===== src/sv/radix_digit_converter_defines.svh =====
// Assertion macros for the converter modules, used by rdc_back.
`ifndef RADIX_DIGIT_CONVERTER_DEFINES_SVH
`define RADIX_DIGIT_CONVERTER_DEFINES_SVH

// Same-cycle implication, sampled on clk, off while rst_n is low.
`define RDC_ASSERT_NOW(lbl, ante, cons) \
  lbl: assert property (@(posedge clk) disable iff (!rst_n) (ante) |-> (cons)) \
    else $error("rdc: same-cycle check failed");

// Next-cycle implication, sampled on clk, off while rst_n is low.
`define RDC_ASSERT_NEXT(lbl, ante, cons) \
  lbl: assert property (@(posedge clk) disable iff (!rst_n) (ante) |=> (cons)) \
    else $error("rdc: next-cycle check failed");

`endif


===== src/sv/rdc_pkg.sv =====
package rdc_pkg;

  localparam int RADIX_W   = 4;
  localparam int DIGIT_W   = 4;
  localparam int STEP_BITS = 8;

  localparam logic [RADIX_W-1:0] RADIX_MIN   = 4'd2;
  localparam logic [RADIX_W-1:0] RADIX_MAX   = 4'd10;
  localparam logic [RADIX_W-1:0] RADIX_RESET = 4'd10;

  typedef struct packed {
    logic [RADIX_W-1:0] radix;
    logic               bad;
    logic               zero;
  } rdc_cls_t;

endpackage


===== src/sv/rdc_front.sv =====
module rdc_front #(
  parameter int VALUE_BITS = 31
) (
  input  logic                         clk,
  input  logic                         rst_n,
  input  logic                         cfg_valid,
  output logic                         cfg_ready,
  input  logic [rdc_pkg::RADIX_W-1:0]  cfg_data,
  input  logic                         push,
  output logic                         full,
  input  logic [VALUE_BITS-1:0]        value,
  output logic                         q_valid,
  input  logic                         q_pop,
  output logic [VALUE_BITS-1:0]        q_value,
  output rdc_pkg::rdc_cls_t            q_cls
);
  import rdc_pkg::*;

  logic [RADIX_W-1:0]    radix_r;
  logic [VALUE_BITS-1:0] val_q [2];
  rdc_cls_t              cls_q [2];
  logic                  wr_ptr_r, rd_ptr_r;
  logic [1:0]            cnt_r;
  logic                  wr_en, rd_en;
  rdc_cls_t              cls_in;

  assign cfg_ready = 1'b1;
  assign full      = (cnt_r == 2'd2);
  assign q_valid   = (cnt_r != 2'd0);
  assign wr_en     = push && !full;
  assign rd_en     = q_pop && q_valid;
  assign q_value   = val_q[rd_ptr_r];
  assign q_cls     = cls_q[rd_ptr_r];

  always_comb begin
    cls_in.radix = radix_r;
    cls_in.bad   = (radix_r < RADIX_MIN) || (radix_r > RADIX_MAX);
    cls_in.zero  = (value == '0);
  end

  always_ff @(posedge clk) begin
    if (!rst_n) begin
      radix_r  <= RADIX_RESET;
      wr_ptr_r <= 1'b0;
      rd_ptr_r <= 1'b0;
      cnt_r    <= 2'd0;
    end else begin
      if (cfg_valid) begin
        radix_r <= cfg_data;
      end
      if (wr_en) begin
        wr_ptr_r <= !wr_ptr_r;
      end
      if (rd_en) begin
        rd_ptr_r <= !rd_ptr_r;
      end
      if (wr_en && !rd_en) begin
        cnt_r <= cnt_r + 2'd1;
      end else if (rd_en && !wr_en) begin
        cnt_r <= cnt_r - 2'd1;
      end
    end
  end

  always_ff @(posedge clk) begin
    if (wr_en) begin
      val_q[wr_ptr_r] <= value;
      cls_q[wr_ptr_r] <= cls_in;
    end
  end

endmodule


===== src/sv/rdc_div.sv =====
module rdc_div #(
  parameter int VALUE_BITS = 31
) (
  input  logic                         clk,
  input  logic                         rst_n,
  input  logic                         start,
  input  logic [VALUE_BITS-1:0]        dividend,
  input  logic [rdc_pkg::RADIX_W-1:0]  divisor,
  output logic                         done,
  output logic [VALUE_BITS-1:0]        quot,
  output logic [rdc_pkg::DIGIT_W-1:0]  rem
);
  import rdc_pkg::*;

  localparam int CHUNKS = (VALUE_BITS + STEP_BITS - 1) / STEP_BITS;
  localparam int PAD    = CHUNKS * STEP_BITS;
  localparam int CNT_W  = $clog2(CHUNKS + 1);

  logic [PAD-1:0]           work_r, work_nxt;
  logic [DIGIT_W-1:0]       rem_r, rem_nxt;
  logic [RADIX_W-1:0]       divisor_r;
  logic [CNT_W-1:0]         cnt_r, cnt_nxt;
  logic                     busy_r, busy_nxt;
  logic                     done_r, done_nxt;
  logic [STEP_BITS-1:0]     qbits;
  logic [DIGIT_W-1:0]       step_rem;
  logic [PAD+STEP_BITS-1:0] shifted;

  always_comb begin
    logic [DIGIT_W:0] t;
    step_rem = rem_r;
    qbits    = '0;
    for (int i = 0; i < STEP_BITS; i++) begin
      t = {step_rem, work_r[PAD-1-i]};
      if (t >= {1'b0, divisor_r}) begin
        t = t - {1'b0, divisor_r};
        qbits[STEP_BITS-1-i] = 1'b1;
      end
      step_rem = t[DIGIT_W-1:0];
    end
  end

  assign shifted = {work_r, qbits};

  always_comb begin
    work_nxt = work_r;
    rem_nxt  = rem_r;
    cnt_nxt  = cnt_r;
    busy_nxt = busy_r;
    done_nxt = 1'b0;
    if (start) begin
      work_nxt = PAD'(dividend);
      rem_nxt  = '0;
      cnt_nxt  = CNT_W'(CHUNKS);
      busy_nxt = 1'b1;
    end else if (busy_r) begin
      work_nxt = shifted[PAD-1:0];
      rem_nxt  = step_rem;
      cnt_nxt  = cnt_r - 1'b1;
      if (cnt_r == CNT_W'(1)) begin
        busy_nxt = 1'b0;
        done_nxt = 1'b1;
      end
    end
  end

  always_ff @(posedge clk) begin
    if (!rst_n) begin
      busy_r <= 1'b0;
      done_r <= 1'b0;
      cnt_r  <= '0;
    end else begin
      busy_r <= busy_nxt;
      done_r <= done_nxt;
      cnt_r  <= cnt_nxt;
    end
  end

  always_ff @(posedge clk) begin
    work_r <= work_nxt;
    rem_r  <= rem_nxt;
    if (start) begin
      divisor_r <= divisor;
    end
  end

  assign done = done_r;
  assign quot = work_r[VALUE_BITS-1:0];
  assign rem  = rem_r;

endmodule


===== src/sv/rdc_back.sv =====
`include "radix_digit_converter_defines.svh"

module rdc_back #(
  parameter int VALUE_BITS = 31
) (
  input  logic                         clk,
  input  logic                         rst_n,
  input  logic                         q_valid,
  output logic                         q_pop,
  input  logic [VALUE_BITS-1:0]        q_value,
  input  rdc_pkg::rdc_cls_t            q_cls,
  output logic                         out_empty,
  input  logic                         out_pop,
  output logic [rdc_pkg::DIGIT_W-1:0]  out_digit,
  output logic                         out_last,
  output logic                         out_bad_radix
);
  import rdc_pkg::*;

  localparam int IW = $clog2(VALUE_BITS);

  localparam logic [1:0] S_IDLE = 2'd0;
  localparam logic [1:0] S_DIV  = 2'd1;
  localparam logic [1:0] S_RD   = 2'd2;
  localparam logic [1:0] S_WR   = 2'd3;

  logic [1:0]            state_r, state_nxt;
  logic [RADIX_W-1:0]    radix_r, radix_nxt;
  logic [IW-1:0]         wr_idx_r, wr_idx_nxt;
  logic [IW-1:0]         idx_r, idx_nxt;
  logic                  single_r, single_nxt;
  logic                  bad_r, bad_nxt;
  logic [DIGIT_W-1:0]    digit_store [VALUE_BITS];
  logic [DIGIT_W-1:0]    mem_q_r;
  logic                  st_we, rd_en;
  logic                  div_start, div_done;
  logic [VALUE_BITS-1:0] div_dividend, div_quot;
  logic [RADIX_W-1:0]    div_radix;
  logic [DIGIT_W-1:0]    div_rem;
  logic                  out_valid_r;
  logic [DIGIT_W-1:0]    out_digit_r;
  logic                  out_last_r, out_bad_r;
  logic                  out_xfer, out_free, out_load;

  rdc_div #(.VALUE_BITS(VALUE_BITS)) u_div (
    .clk      (clk),
    .rst_n    (rst_n),
    .start    (div_start),
    .dividend (div_dividend),
    .divisor  (div_radix),
    .done     (div_done),
    .quot     (div_quot),
    .rem      (div_rem)
  );

  assign out_xfer = out_pop && out_valid_r;
  assign out_free = !out_valid_r || out_xfer;

  always_comb begin
    state_nxt    = state_r;
    radix_nxt    = radix_r;
    wr_idx_nxt   = wr_idx_r;
    idx_nxt      = idx_r;
    single_nxt   = single_r;
    bad_nxt      = bad_r;
    q_pop        = 1'b0;
    div_start    = 1'b0;
    div_dividend = div_quot;
    div_radix    = radix_r;
    st_we        = 1'b0;
    rd_en        = 1'b0;
    out_load     = 1'b0;
    unique case (state_r)
      S_IDLE: begin
        if (q_valid) begin
          q_pop     = 1'b1;
          radix_nxt = q_cls.radix;
          bad_nxt   = q_cls.bad;
          if (q_cls.bad || q_cls.zero) begin
            single_nxt = 1'b1;
            idx_nxt    = '0;
            state_nxt  = S_WR;
          end else begin
            single_nxt   = 1'b0;
            wr_idx_nxt   = '0;
            div_start    = 1'b1;
            div_dividend = q_value;
            div_radix    = q_cls.radix;
            state_nxt    = S_DIV;
          end
        end
      end
      S_DIV: begin
        if (div_done) begin
          st_we      = 1'b1;
          wr_idx_nxt = wr_idx_r + 1'b1;
          if (div_quot == '0) begin
            idx_nxt   = wr_idx_r;
            state_nxt = S_RD;
          end else begin
            div_start = 1'b1;
          end
        end
      end
      S_RD: begin
        rd_en     = 1'b1;
        state_nxt = S_WR;
      end
      S_WR: begin
        if (out_free) begin
          out_load = 1'b1;
          if (idx_r == '0) begin
            state_nxt = S_IDLE;
          end else begin
            idx_nxt   = idx_r - 1'b1;
            state_nxt = S_RD;
          end
        end
      end
      default: state_nxt = S_IDLE;
    endcase
  end

  always_ff @(posedge clk) begin
    if (st_we) begin
      digit_store[wr_idx_r] <= div_rem;
    end
    if (rd_en) begin
      mem_q_r <= digit_store[idx_r];
    end
  end

  always_ff @(posedge clk) begin
    if (!rst_n) begin
      state_r     <= S_IDLE;
      out_valid_r <= 1'b0;
    end else begin
      state_r <= state_nxt;
      if (out_load) begin
        out_valid_r <= 1'b1;
      end else if (out_xfer) begin
        out_valid_r <= 1'b0;
      end
    end
  end

  always_ff @(posedge clk) begin
    radix_r  <= radix_nxt;
    wr_idx_r <= wr_idx_nxt;
    idx_r    <= idx_nxt;
    single_r <= single_nxt;
    bad_r    <= bad_nxt;
    if (out_load) begin
      out_digit_r <= single_r ? '0 : mem_q_r;
      out_last_r  <= (idx_r == '0);
      out_bad_r   <= bad_r;
    end
  end

  assign out_empty     = !out_valid_r;
  assign out_digit     = out_digit_r;
  assign out_last      = out_last_r;
  assign out_bad_radix = out_bad_r;

  `RDC_ASSERT_NOW(a_done_in_div, div_done, state_r == S_DIV)
  `RDC_ASSERT_NEXT(a_final_last, out_load && (idx_r == '0), out_valid_r && out_last_r)
  `RDC_ASSERT_NOW(a_bad_single, out_valid_r && out_bad_r, (out_digit_r == '0) && out_last_r)

endmodule


===== src/sv/radix_digit_converter.sv =====
// Converts each pushed non-negative integer (low VALUE_BITS bits of in_value) into digits of
// the radix held in the cfg register (reset 10) and pops them most significant first, with
// out_last on the final digit. A radix outside 2..10 gives one result with out_bad_radix set,
// digit 0; a zero value gives one digit 0. A two-entry input queue takes items while the
// converter works. Each digit is one division by a shared divider that retires 8 dividend bits
// per cycle and returns its result through a registered done; then come one read of the digit
// store and one output load per digit. A zero value or a bad radix needs no division.
// The radix is sampled when an item is pushed.
module radix_digit_converter #(
  parameter int VALUE_BITS = 31
) (
  input  logic                         clk,
  input  logic                         rst_n,
  input  logic                         cfg_valid,
  output logic                         cfg_ready,
  input  logic [rdc_pkg::RADIX_W-1:0]  cfg_data,
  input  logic                         push,
  output logic                         full,
  input  logic [VALUE_BITS-1:0]        in_value,
  output logic                         empty,
  input  logic                         pop,
  output logic [rdc_pkg::DIGIT_W-1:0]  out_digit,
  output logic                         out_last,
  output logic                         out_bad_radix
);
  import rdc_pkg::*;

  logic                  q_valid, q_pop;
  logic [VALUE_BITS-1:0] q_value;
  rdc_cls_t              q_cls;

  rdc_front #(.VALUE_BITS(VALUE_BITS)) u_front (
    .clk       (clk),
    .rst_n     (rst_n),
    .cfg_valid (cfg_valid),
    .cfg_ready (cfg_ready),
    .cfg_data  (cfg_data),
    .push      (push),
    .full      (full),
    .value     (in_value),
    .q_valid   (q_valid),
    .q_pop     (q_pop),
    .q_value   (q_value),
    .q_cls     (q_cls)
  );

  rdc_back #(.VALUE_BITS(VALUE_BITS)) u_back (
    .clk           (clk),
    .rst_n         (rst_n),
    .q_valid       (q_valid),
    .q_pop         (q_pop),
    .q_value       (q_value),
    .q_cls         (q_cls),
    .out_empty     (empty),
    .out_pop       (pop),
    .out_digit     (out_digit),
    .out_last      (out_last),
    .out_bad_radix (out_bad_radix)
  );

endmodule


===== config.mk =====
export PLATFORM = sky130hd
export DESIGN_NAME = radix_digit_converter
export DESIGN_NICKNAME = d
export VERILOG_FILES = /design/src/sv/rdc_pkg.sv /design/src/sv/rdc_front.sv /design/src/sv/rdc_div.sv /design/src/sv/rdc_back.sv /design/src/sv/radix_digit_converter.sv
export VERILOG_INCLUDE_DIRS = /design/src /design/src/sv
export SDC_FILE = /design/constraint.sdc
export NUM_CORES = 1
export LEC_CHECK = 0
export ABC_AREA = 1
export BUFFER_PORTS_ARGS = -buffer_cell sky130_fd_sc_hd__buf_2
export CELL_PAD_IN_SITES_DETAIL_PLACEMENT = 0
export CELL_PAD_IN_SITES_GLOBAL_PLACEMENT = 1
export CORE_MARGIN = 4
export CORE_UTILIZATION = 54
export DETAILED_ROUTE_END_ITERATION = 7
export PLACE_DENSITY_LB_ADDON = 0.1
export SKIP_LAST_GASP = 1
export SLEW_MARGIN = 20
export SYNTH_ARGS = -nofsm -noshare
export SYNTH_HDL_FRONTEND = slang
export SYNTH_SLANG_ARGS = --single-unit
export TNS_END_PERCENT = 50

===== constraint.sdc =====
create_clock -name clk -period 24.6 [get_ports clk]
set_clock_uncertainty 0.1 [all_clocks]
set_input_delay 2.46 -clock clk [delete_from_list [all_inputs] [get_ports clk]]
set_output_delay 2.46 -clock clk [all_outputs]
set_load 0.05 [all_outputs]

==> reports/metrics.cfg, run 1 <==
[die]
die_y_um=163.1
die_x_um=163.1
io_pins=49
dieArea_um2=26600
core_um2=23540
rows=56
start_util=0.5517

[routing]
vias=8821
routed_wl_um=28450
detail-route-antenna-nets=0
drtPass1Iterations=5
drc=0
drtIter0Drc=728
avgRoutedWirePerCell_um=17.86
routed_via_density=5.537

[yosys]
syn-cell-area_um2=12990
synth_area_per_cell_um2=10.78
ys_types=42
synth_nets=1294
synth_top_family_by_area=simple AND/OR/NAND/NOR gates
yosysWarnings=0
async_flop_share=0
synth-adder-area-share=0.05183
ys_seq_elements=281
synth_seq_area_share=0.6328
synth.area.mux_share=0
synth-edff-count=259
synth-compound-area-share=0.08439
synth_xor_area_frac=0.01214
synth_cells=1205
synth_simple_gate_area_frac=0.1757
yosys_most_used_dff=edfxtp_1

[worst_setup_path]
cpMostUsedCell=nand2_1
start_kind=flip-flop
cp_top_family=simple AND/OR/NAND/NOR gates
crit_path_max_incr_delay_ns=0.64
cp.arrival_ns=13.20
end_kind=flip-flop
cp.required_ns=24.88
worst-path-max-fanout=10
crit_slowest_cell=edfxtp_1
path_buf_inv=11
worstSetupPathType=flip-flop to flip-flop

[placed_design]
gp_congestion=0.9041
place.detailed.hpwl_um=18870
port_buffers=47

[sta]
period_needed_ns=12.92
fmax_mhz=77.43
relSlewSlack=0.3281
final.setup.tns_ns=0
finalHoldViolations=0
slew_violations=0
worstMarginPinSlew_ns=1.007
setup_viol=0
period_share=0.5250
rsz0062_at_grt=no

[status]
status=finished clean

[cts]
numCtsBuffers=29
holdBufCountCts=0
post-cts-setup-buffers=0
insertion_delay_ns=0.54
cts.sinks=281
clkTransAtPathRegs_ns=0.06
cts_resized=0
root_buffer=clkbuf_16
h-tree-depth=1
clockBufferDepth=3
cts_tree=done

[final_layout]
drive_above_1_share=0.1075
area_growth_pct=12.26
fillerInstances=1975
antenna_cells=0
multi_input_area_um2=4234
final_common_cell=edfxtp_1
nets=1341
seq_area_um2=8220
final_cell_mix=edfxtp_1, nand2_1, nor2_1

[hold_path]
holdCritPathClass=flip-flop to flip-flop

[job]
cap_violations=0

[grt]
grt_usage=0.2148
grt_pass1_vias=8347
grt_max_degree=73
grt_pass1_wl_um=45060
antenna_found_initial=0
overflow=0

-- cell type report --
cell class / count / share of cell area
inverter: 106 / 0.02729
multi-input combinational: 777 / 0.2904
clock inverter: 15 / 0.01047
clock buffer: 38 / 0.05767
tap: 319 / 0.02738
sequential: 281 / 0.5638
timing repair buffer: 57 / 0.02300
-- logic make-up (layout without fill, tap and decap cells) --
kind of cell,count (synthesis),in the layout
other,1,1
DFF,281,281
AOI/OAI and AO/OA,193,193
xor gates and xnor gates,18,18
buffers and inverters,147,216
and+or+nand+nor,516,516
adders and majority gates,49,49
-- state kept, by name (all words and copies together) (netlist names), 5 cells and up, named ones only --
| register | cells |
|---|---|
| u_back.digit_store | 124 |
| u_back.idx_r | 5 |
| u_back.u_div.work_r | 32 |
| u_back.wr_idx_r | 5 |
| u_front.cls_q | 12 |
| u_front.val_q | 62 |
-- final timing paths --
check	start	end	slack [ns]	depth (start not counted)
worst min register to register	u_back.bad_r	u_back.out_bad_radix	0.35	0
worst max register to register	u_back.u_div.divisor_r[1]	u_back.u_div.rem[1]	11.68	77
worst min-delay path	u_back.bad_r	u_back.out_bad_radix	0.35	0
worst max-delay path	u_back.u_div.divisor_r[1]	u_back.u_div.rem[1]	11.68	77
-- routing by layer --
metal | vias up | share of wire | global-route usage
met5 | - | 0 | 0
met4 | 0 | 0.0098 | 0.04003
met3 | 29 | 0.062 | 0.03230
met2 | 234 | 0.46 | 0.3342
met1 | 4232 | 0.47 | 0.3282
li1 | 4326 | - | -
-- cell usage after synthesis, types with 7 or more instances --
cell	instances	area (um2)
a31oi_1	32	200.2
dfxtp_1	22	440.4
clkbuf_1	38	142.6
nand2_1	223	837.1
nand4_1	15	93.84
nor3_1	9	45.04
o21ai_0	85	425.4
nor4_1	14	87.58
nand2_4	7	78.83
inv_1	103	386.6
nor2_1	173	649.4
xor2_1	12	105.1
o22ai_1	27	168.9
fa_1	8	160.2
nand3_4	7	122.6
ha_1	41	513.0
nand3_1	56	280.3
a21oi_1	30	150.1
edfxtp_1	259	7777
-- per-stage QoR --
stage / instance area [um2] / std cells / setup slack (ns) / hold WS (ns) / util
after global routing: 14580 / 1593 / 10.21 / 0.3480 / 0.6193
final: 14580 / 1593 / 11.68 / 0.3528 / 0.6193
after CTS: 14540 / 1591 / 11.62 / 0.3409 / 0.6175
after floorplan: 12990 / 1205 / 13.26 / 0.3003 / -
after global placement: 13540 / 1538 / 12.08 / 0.3127 / 0.5753
after detailed placement: 13540 / 1538 / 11.66 / 0.3130 / 0.5753
Power of run 1 is left out: the tool's default activity adds up to more than one toggle a clock period on the data nets, which glitch-free logic cannot reach.
==> run 2: changes to the inputs <==
--- a/config.mk
+++ b/config.mk
@@ -11,7 +11,7 @@
 export CELL_PAD_IN_SITES_DETAIL_PLACEMENT = 0
 export CELL_PAD_IN_SITES_GLOBAL_PLACEMENT = 1
 export CORE_MARGIN = 4
-export CORE_UTILIZATION = 54
+export CORE_UTILIZATION = 50
 export DETAILED_ROUTE_END_ITERATION = 7
 export PLACE_DENSITY_LB_ADDON = 0.1
 export SKIP_LAST_GASP = 1
==> constraint.sdc (replaced) <==
create_clock -name clk -period 13.2 [get_ports clk]
set_clock_uncertainty 0.1 [all_clocks]
set_input_delay 1.32 -clock clk [delete_from_list [all_inputs] [get_ports clk]]
set_output_delay 1.32 -clock clk [all_outputs]
set_load 0.05 [all_outputs]
==> reports/metrics.cfg, run 2 (synthesis results as in run 1) <==
[routing]
routed_wl_um=29000  ; was 28,450 um
vias=8806  ; was 8,821
drc=0  ; unchanged
drtPass1Iterations=5  ; unchanged
routed_via_density=5.476  ; was 5.537
avgRoutedWirePerCell_um=18.03  ; was 17.86 um
detail-route-antenna-nets=0  ; unchanged
drtIter0Drc=704  ; was 728

[worst_setup_path]
cp.required_ns=13.51  ; was 24.88 ns
cp.arrival_ns=12.23  ; was 13.20 ns
crit_path_max_incr_delay_ns=0.37  ; was 0.64 ns
r2r_end=u_back.u_div.rem[3]  ; was u_back.u_div.rem[1]
r2r-start=u_back.u_div.divisor_r[2]  ; was u_back.u_div.divisor_r[1]
crit_slowest_cell=ha_1  ; was edfxtp_1
worst-path-max-fanout=10  ; unchanged
worstSetupPathType=flip-flop to flip-flop  ; unchanged
r2r_slack_ns=1.28  ; was 11.68 ns
cpMostUsedCell=nand2_1  ; unchanged
worst-r2r-cell-count=75  ; was 77
end_kind=flip-flop  ; unchanged
start_kind=flip-flop  ; unchanged

[grt]
grt_pass1_wl_um=46330  ; was 45,060 um
grt_usage=0.2032  ; was 0.2148
overflow=0  ; unchanged
grt_pass1_vias=8485  ; was 8,347
grt_max_degree=72  ; was 73
antenna_found_initial=1  ; was 0

[final_layout]
area_growth_pct=12.12  ; was 12.26%
antenna_cells=0  ; unchanged
final_cell_mix=edfxtp_1, nand2_1, nor2_1  ; unchanged
largest_reg_flops=124  ; unchanged
final_common_cell=edfxtp_1  ; unchanged
reg.largest.list=u_back.digit_store: 124 flops, u_front.val_q: 62 flops, u_back.u_div.work_r: 32 flops  ; unchanged
drive_above_1_share=0.1080  ; was 0.1075
nets=1346  ; was 1,341
top_register=u_back.digit_store  ; unchanged
fillerInstances=2228  ; was 1,975
final_util=0.5733  ; was 0.6193

[hold_path]
hold_start=u_front.rd_ptr_r  ; was u_back.bad_r
hold_path_depth=1  ; was 0
hold_end=u_front.rd_ptr_r  ; was u_back.out_bad_radix
holdCritPathClass=flip-flop to flip-flop  ; unchanged

[die]
core_um2=25400  ; was 23,540 um2
dieArea_um2=28620  ; was 26,600 um2
die_y_um=169.2  ; was 163.1 um
die_x_um=169.2  ; was 163.1 um
io_pins=49  ; unchanged
rows=58  ; was 56
start_util=0.5113  ; was 0.5517

[cts]
clkTransAtPathRegs_ns=0.06  ; about the same
insertion_delay_ns=0.56  ; was 0.54 ns
root_buffer=clkbuf_16  ; unchanged
numCtsBuffers=29  ; unchanged
h-tree-depth=1  ; unchanged
cts.sinks=281  ; unchanged
holdBufCountCts=0  ; unchanged
clockBufferDepth=3  ; unchanged
cts_tree=done  ; unchanged

[sta]
period_needed_ns=11.92  ; was 12.92 ns
setup_viol=0  ; unchanged
hold_slack_ns=0.3583  ; was 0.3528 ns
relSlewSlack=0.3765  ; was 0.3281
worstMarginPinSlew_ns=0.9343  ; was 1.007 ns
fmax_mhz=83.87  ; was 77.43 MHz
slew_violations=0  ; unchanged
final.setup.tns_ns=0  ; unchanged
period_share=0.9032  ; was 0.5250
rsz0062_at_grt=no  ; unchanged
finalHoldViolations=0  ; unchanged

[job]
cap_violations=0  ; unchanged

[status]
status=finished clean  ; unchanged

[placed_design]
port_buffers=47  ; unchanged
gp_congestion=0.8121  ; was 0.9041
place.detailed.hpwl_um=19350  ; was 18,870 um

==> run 2: layer usage <==
layer,routed length (um),part of all wire,vias up,global-route usage
li1,-,-,4336,-
met3,1758,0.061,38,0.03611
met2,13050,0.45,227,0.3040
met5,12,0.00041,-,0
met1,13760,0.47,4203,0.3155
met4,416,0.014,2,0.04130
==> run 2: worst max-delay path by stage <==
stage,cells past startpoint,slack [ns],startpoint,endpoint
6_report,75,1.28,u_back.u_div.divisor_r[2],u_back.u_div.rem[3]
5_1_grt,77,0.05,u_back.u_div.divisor_r[1],u_back.u_div.rem[1]
4_1_cts,77,0.43,u_back.u_div.divisor_r[1],u_back.u_div.rem[3]
3_5_place_dp,77,0.48,u_back.u_div.divisor_r[1],u_back.u_div.rem[2]
3_3_place_gp,77,0.84,u_back.u_div.divisor_r[1],u_back.u_div.rem[2]
2_1_floorplan,77,1.86,u_back.u_div.divisor_r[1],u_back.u_div.rem[1]
==> run 2: critical path: cells and delay by family, from the launching register on <==
| kind | cells | cell delay [ns] |
|---|---|---|
| buf+inv | 10 | 1.04 |
| compound gates | 16 | 2.90 |
| fa+ha+maj | 8 | 2.58 |
| flops | 1 | 0.36 |
| simple gates | 41 | 4.77 |
==> run 2: final cells by class <==
| type | instances | area, um2 | share of cell area |
|---|---|---|---|
| Clock buffer | 39 | 783.3 | 0.05379 |
| Timing Repair Buffer | 62 | 387.9 | 0.02664 |
| Clock inverter | 13 | 102.6 | 0.007046 |
| Sequential cell | 281 | 8218 | 0.5644 |
| Multi-Input combinational cell | 777 | 4255 | 0.2922 |
| Inverter | 106 | 401.6 | 0.02758 |
| Tap cell | 330 | 412.9 | 0.02836 |
==> run 2: repair_timing <==
item,4_1_cts,5_1_grt
setup buffers,0,3
gates resized for setup,0,6
endpoints found under the hold margin,0,0
setup endpoints to repair,0,5
==> run 2: stage by stage <==
step | area [um2] | instances | worst slack [ns]
4_1_cts | 14460 | 1603 | 0.4319
5_1_grt | 14560 | 1608 | 0.04863
3_5_place_dp | 13570 | 1551 | 0.4842
3_3_place_gp | 13570 | 1551 | 0.8403
2_1_floorplan | 12990 | 1205 | 1.863
6_report | 14560 | 1608 | 1.277
Power of run 2 is left out for the same reason.
==> run 3: changes to the inputs <==
--- a/config.mk
+++ b/config.mk
@@ -11,7 +11,7 @@
 export CELL_PAD_IN_SITES_DETAIL_PLACEMENT = 0
 export CELL_PAD_IN_SITES_GLOBAL_PLACEMENT = 1
 export CORE_MARGIN = 4
-export CORE_UTILIZATION = 50
+export CORE_UTILIZATION = 40
 export DETAILED_ROUTE_END_ITERATION = 7
 export PLACE_DENSITY_LB_ADDON = 0.1
 export SKIP_LAST_GASP = 1
==> reports/metrics.cfg, run 3 (synthesis results as in run 1) <==
[cts]
clockBufferDepth=3  ; unchanged
clkTransAtPathRegs_ns=0.06  ; about the same
numCtsBuffers=31  ; was 29
cts_tree=done  ; unchanged
holdBufCountCts=0  ; unchanged
insertion_delay_ns=0.56  ; about the same
cts.sinks=281  ; unchanged
h-tree-depth=1  ; unchanged
root_buffer=clkbuf_16  ; unchanged

[final_layout]
area_growth_pct=13.98  ; was 12.12%
nets=1349  ; was 1,346
final_common_cell=edfxtp_1  ; unchanged
fin_area_um2=14800  ; was 14,560 um2
largest_reg_flops=124  ; unchanged
reg.largest.list=u_back.digit_store: 124 flops, u_front.val_q: 62 flops, u_back.u_div.work_r: 32 flops  ; unchanged
drive_above_1_share=0.1105  ; was 0.1080
top_register=u_back.digit_store  ; unchanged
final_cell_mix=edfxtp_1, nand2_1, nor2_1  ; unchanged
antenna_cells=0  ; unchanged

[worst_setup_path]
cp_top_family=simple AND/OR/NAND/NOR gates  ; unchanged
crit_path_max_incr_delay_ns=0.59  ; was 0.37 ns
path_buf_inv=10  ; unchanged
cp.arrival_ns=12.23  ; about the same
end_kind=flip-flop  ; unchanged
cpMostUsedCell=nand2_1  ; unchanged
worst-path-max-fanout=10  ; unchanged
start_kind=flip-flop  ; unchanged
crit_slowest_cell=edfxtp_1  ; was ha_1
worstSetupPathType=flip-flop to flip-flop  ; unchanged
cp.required_ns=13.51  ; about the same

[grt]
overflow=0  ; unchanged
antenna_found_initial=0  ; was 1
grt_max_degree=64  ; was 72
grt_pass1_vias=8506  ; was 8,485
grt_usage=0.1696  ; was 0.2032
grt_pass1_wl_um=47980  ; was 46,330 um

[routing]
routed_via_density=5.105  ; was 5.476
avgRoutedWirePerCell_um=17.84  ; was 18.03 um
routed_wl_um=30690  ; was 29,000 um
drtPass1Iterations=5  ; unchanged
vias=8781  ; was 8,806
detail-route-antenna-nets=0  ; unchanged
drc=0  ; unchanged
drtIter0Drc=654  ; was 704

[placed_design]
placed_area_um2=13760  ; was 13,570 um2
port_buffers=47  ; unchanged
gp_congestion=0.8330  ; was 0.8121
place.detailed.hpwl_um=20650  ; was 19,350 um

[sta]
period_needed_ns=11.92  ; about the same
hold_slack_ns=0.3245  ; was 0.3583 ns
setup_viol=0  ; unchanged
finalHoldViolations=0  ; unchanged
rsz0062_at_grt=no  ; unchanged
slew_violations=0  ; unchanged
final.setup.tns_ns=0  ; unchanged
worstMarginPinSlew_ns=0.9891  ; was 0.9343 ns
period_share=0.9031  ; was 0.9032
fmax_mhz=83.89  ; was 83.87 MHz
relSlewSlack=0.3399  ; was 0.3765

[die]
die_x_um=188.2  ; was 169.2 um
die_y_um=188.2  ; was 169.2 um
io_pins=49  ; unchanged
start_util=0.4084  ; was 0.5113
dieArea_um2=35420  ; was 28,620 um2
rows=65  ; was 58
core_um2=31800  ; was 25,400 um2

[status]
status=finished clean  ; unchanged

[job]
cap_violations=0  ; unchanged

[hold_path]
holdCritPathClass=flip-flop to flip-flop  ; unchanged

-- run 3: worst paths after layout --
kind | end | cells past startpoint | startpoint | slack (ns)
worst max register to register | u_back.u_div.rem[1] | 76 | u_back.u_div.divisor_r[0] | 1.28
worst min-delay path | u_back.out_bad_radix | 0 | u_back.bad_r | 0.32
worst max-delay path | u_back.u_div.rem[1] | 76 | u_back.u_div.divisor_r[0] | 1.28
worst min register to register | u_back.out_bad_radix | 0 | u_back.bad_r | 0.32
-- run 3: metal layers --
layer,global-route usage,vias up,wire length (um)
met5,0,-,0
met4,0.03106,0,338
met3,0.02149,32,1372
met2,0.2650,185,13820
met1,0.2580,4229,15160
li1,-,4335,-
-- run 3: timing repair --
item | CTS | global route
setup buffers | 0 | 1
setup endpoints to repair | 0 | 5
resized for setup | 0 | 5
-- run 3: layout make-up --
| type | count | area [um2] |
|---|---|---|
| tap | 435 | 544.3 |
| multi-input combinational | 777 | 4255 |
| fill | 2958 | 17000 |
| inverter | 106 | 397.9 |
| clock buffer | 40 | 829.5 |
| clock inverter | 18 | 182.7 |
| sequential | 281 | 8218 |
| timing repair buffer | 63 | 375.4 |
-- run 3: metrics by stage --
stage          utilization  cells  setup slack (ns)
2_1_floorplan            -   1205             1.863
3_3_place_gp        0.4319   1660             1.135
3_5_place_dp        0.4328   1661            0.7456
4_1_cts             0.4646   1719            0.7172
5_1_grt             0.4655   1720         0.0007416
6_report            0.4655   1720             1.279
Power of run 3 is left out for the same reason.
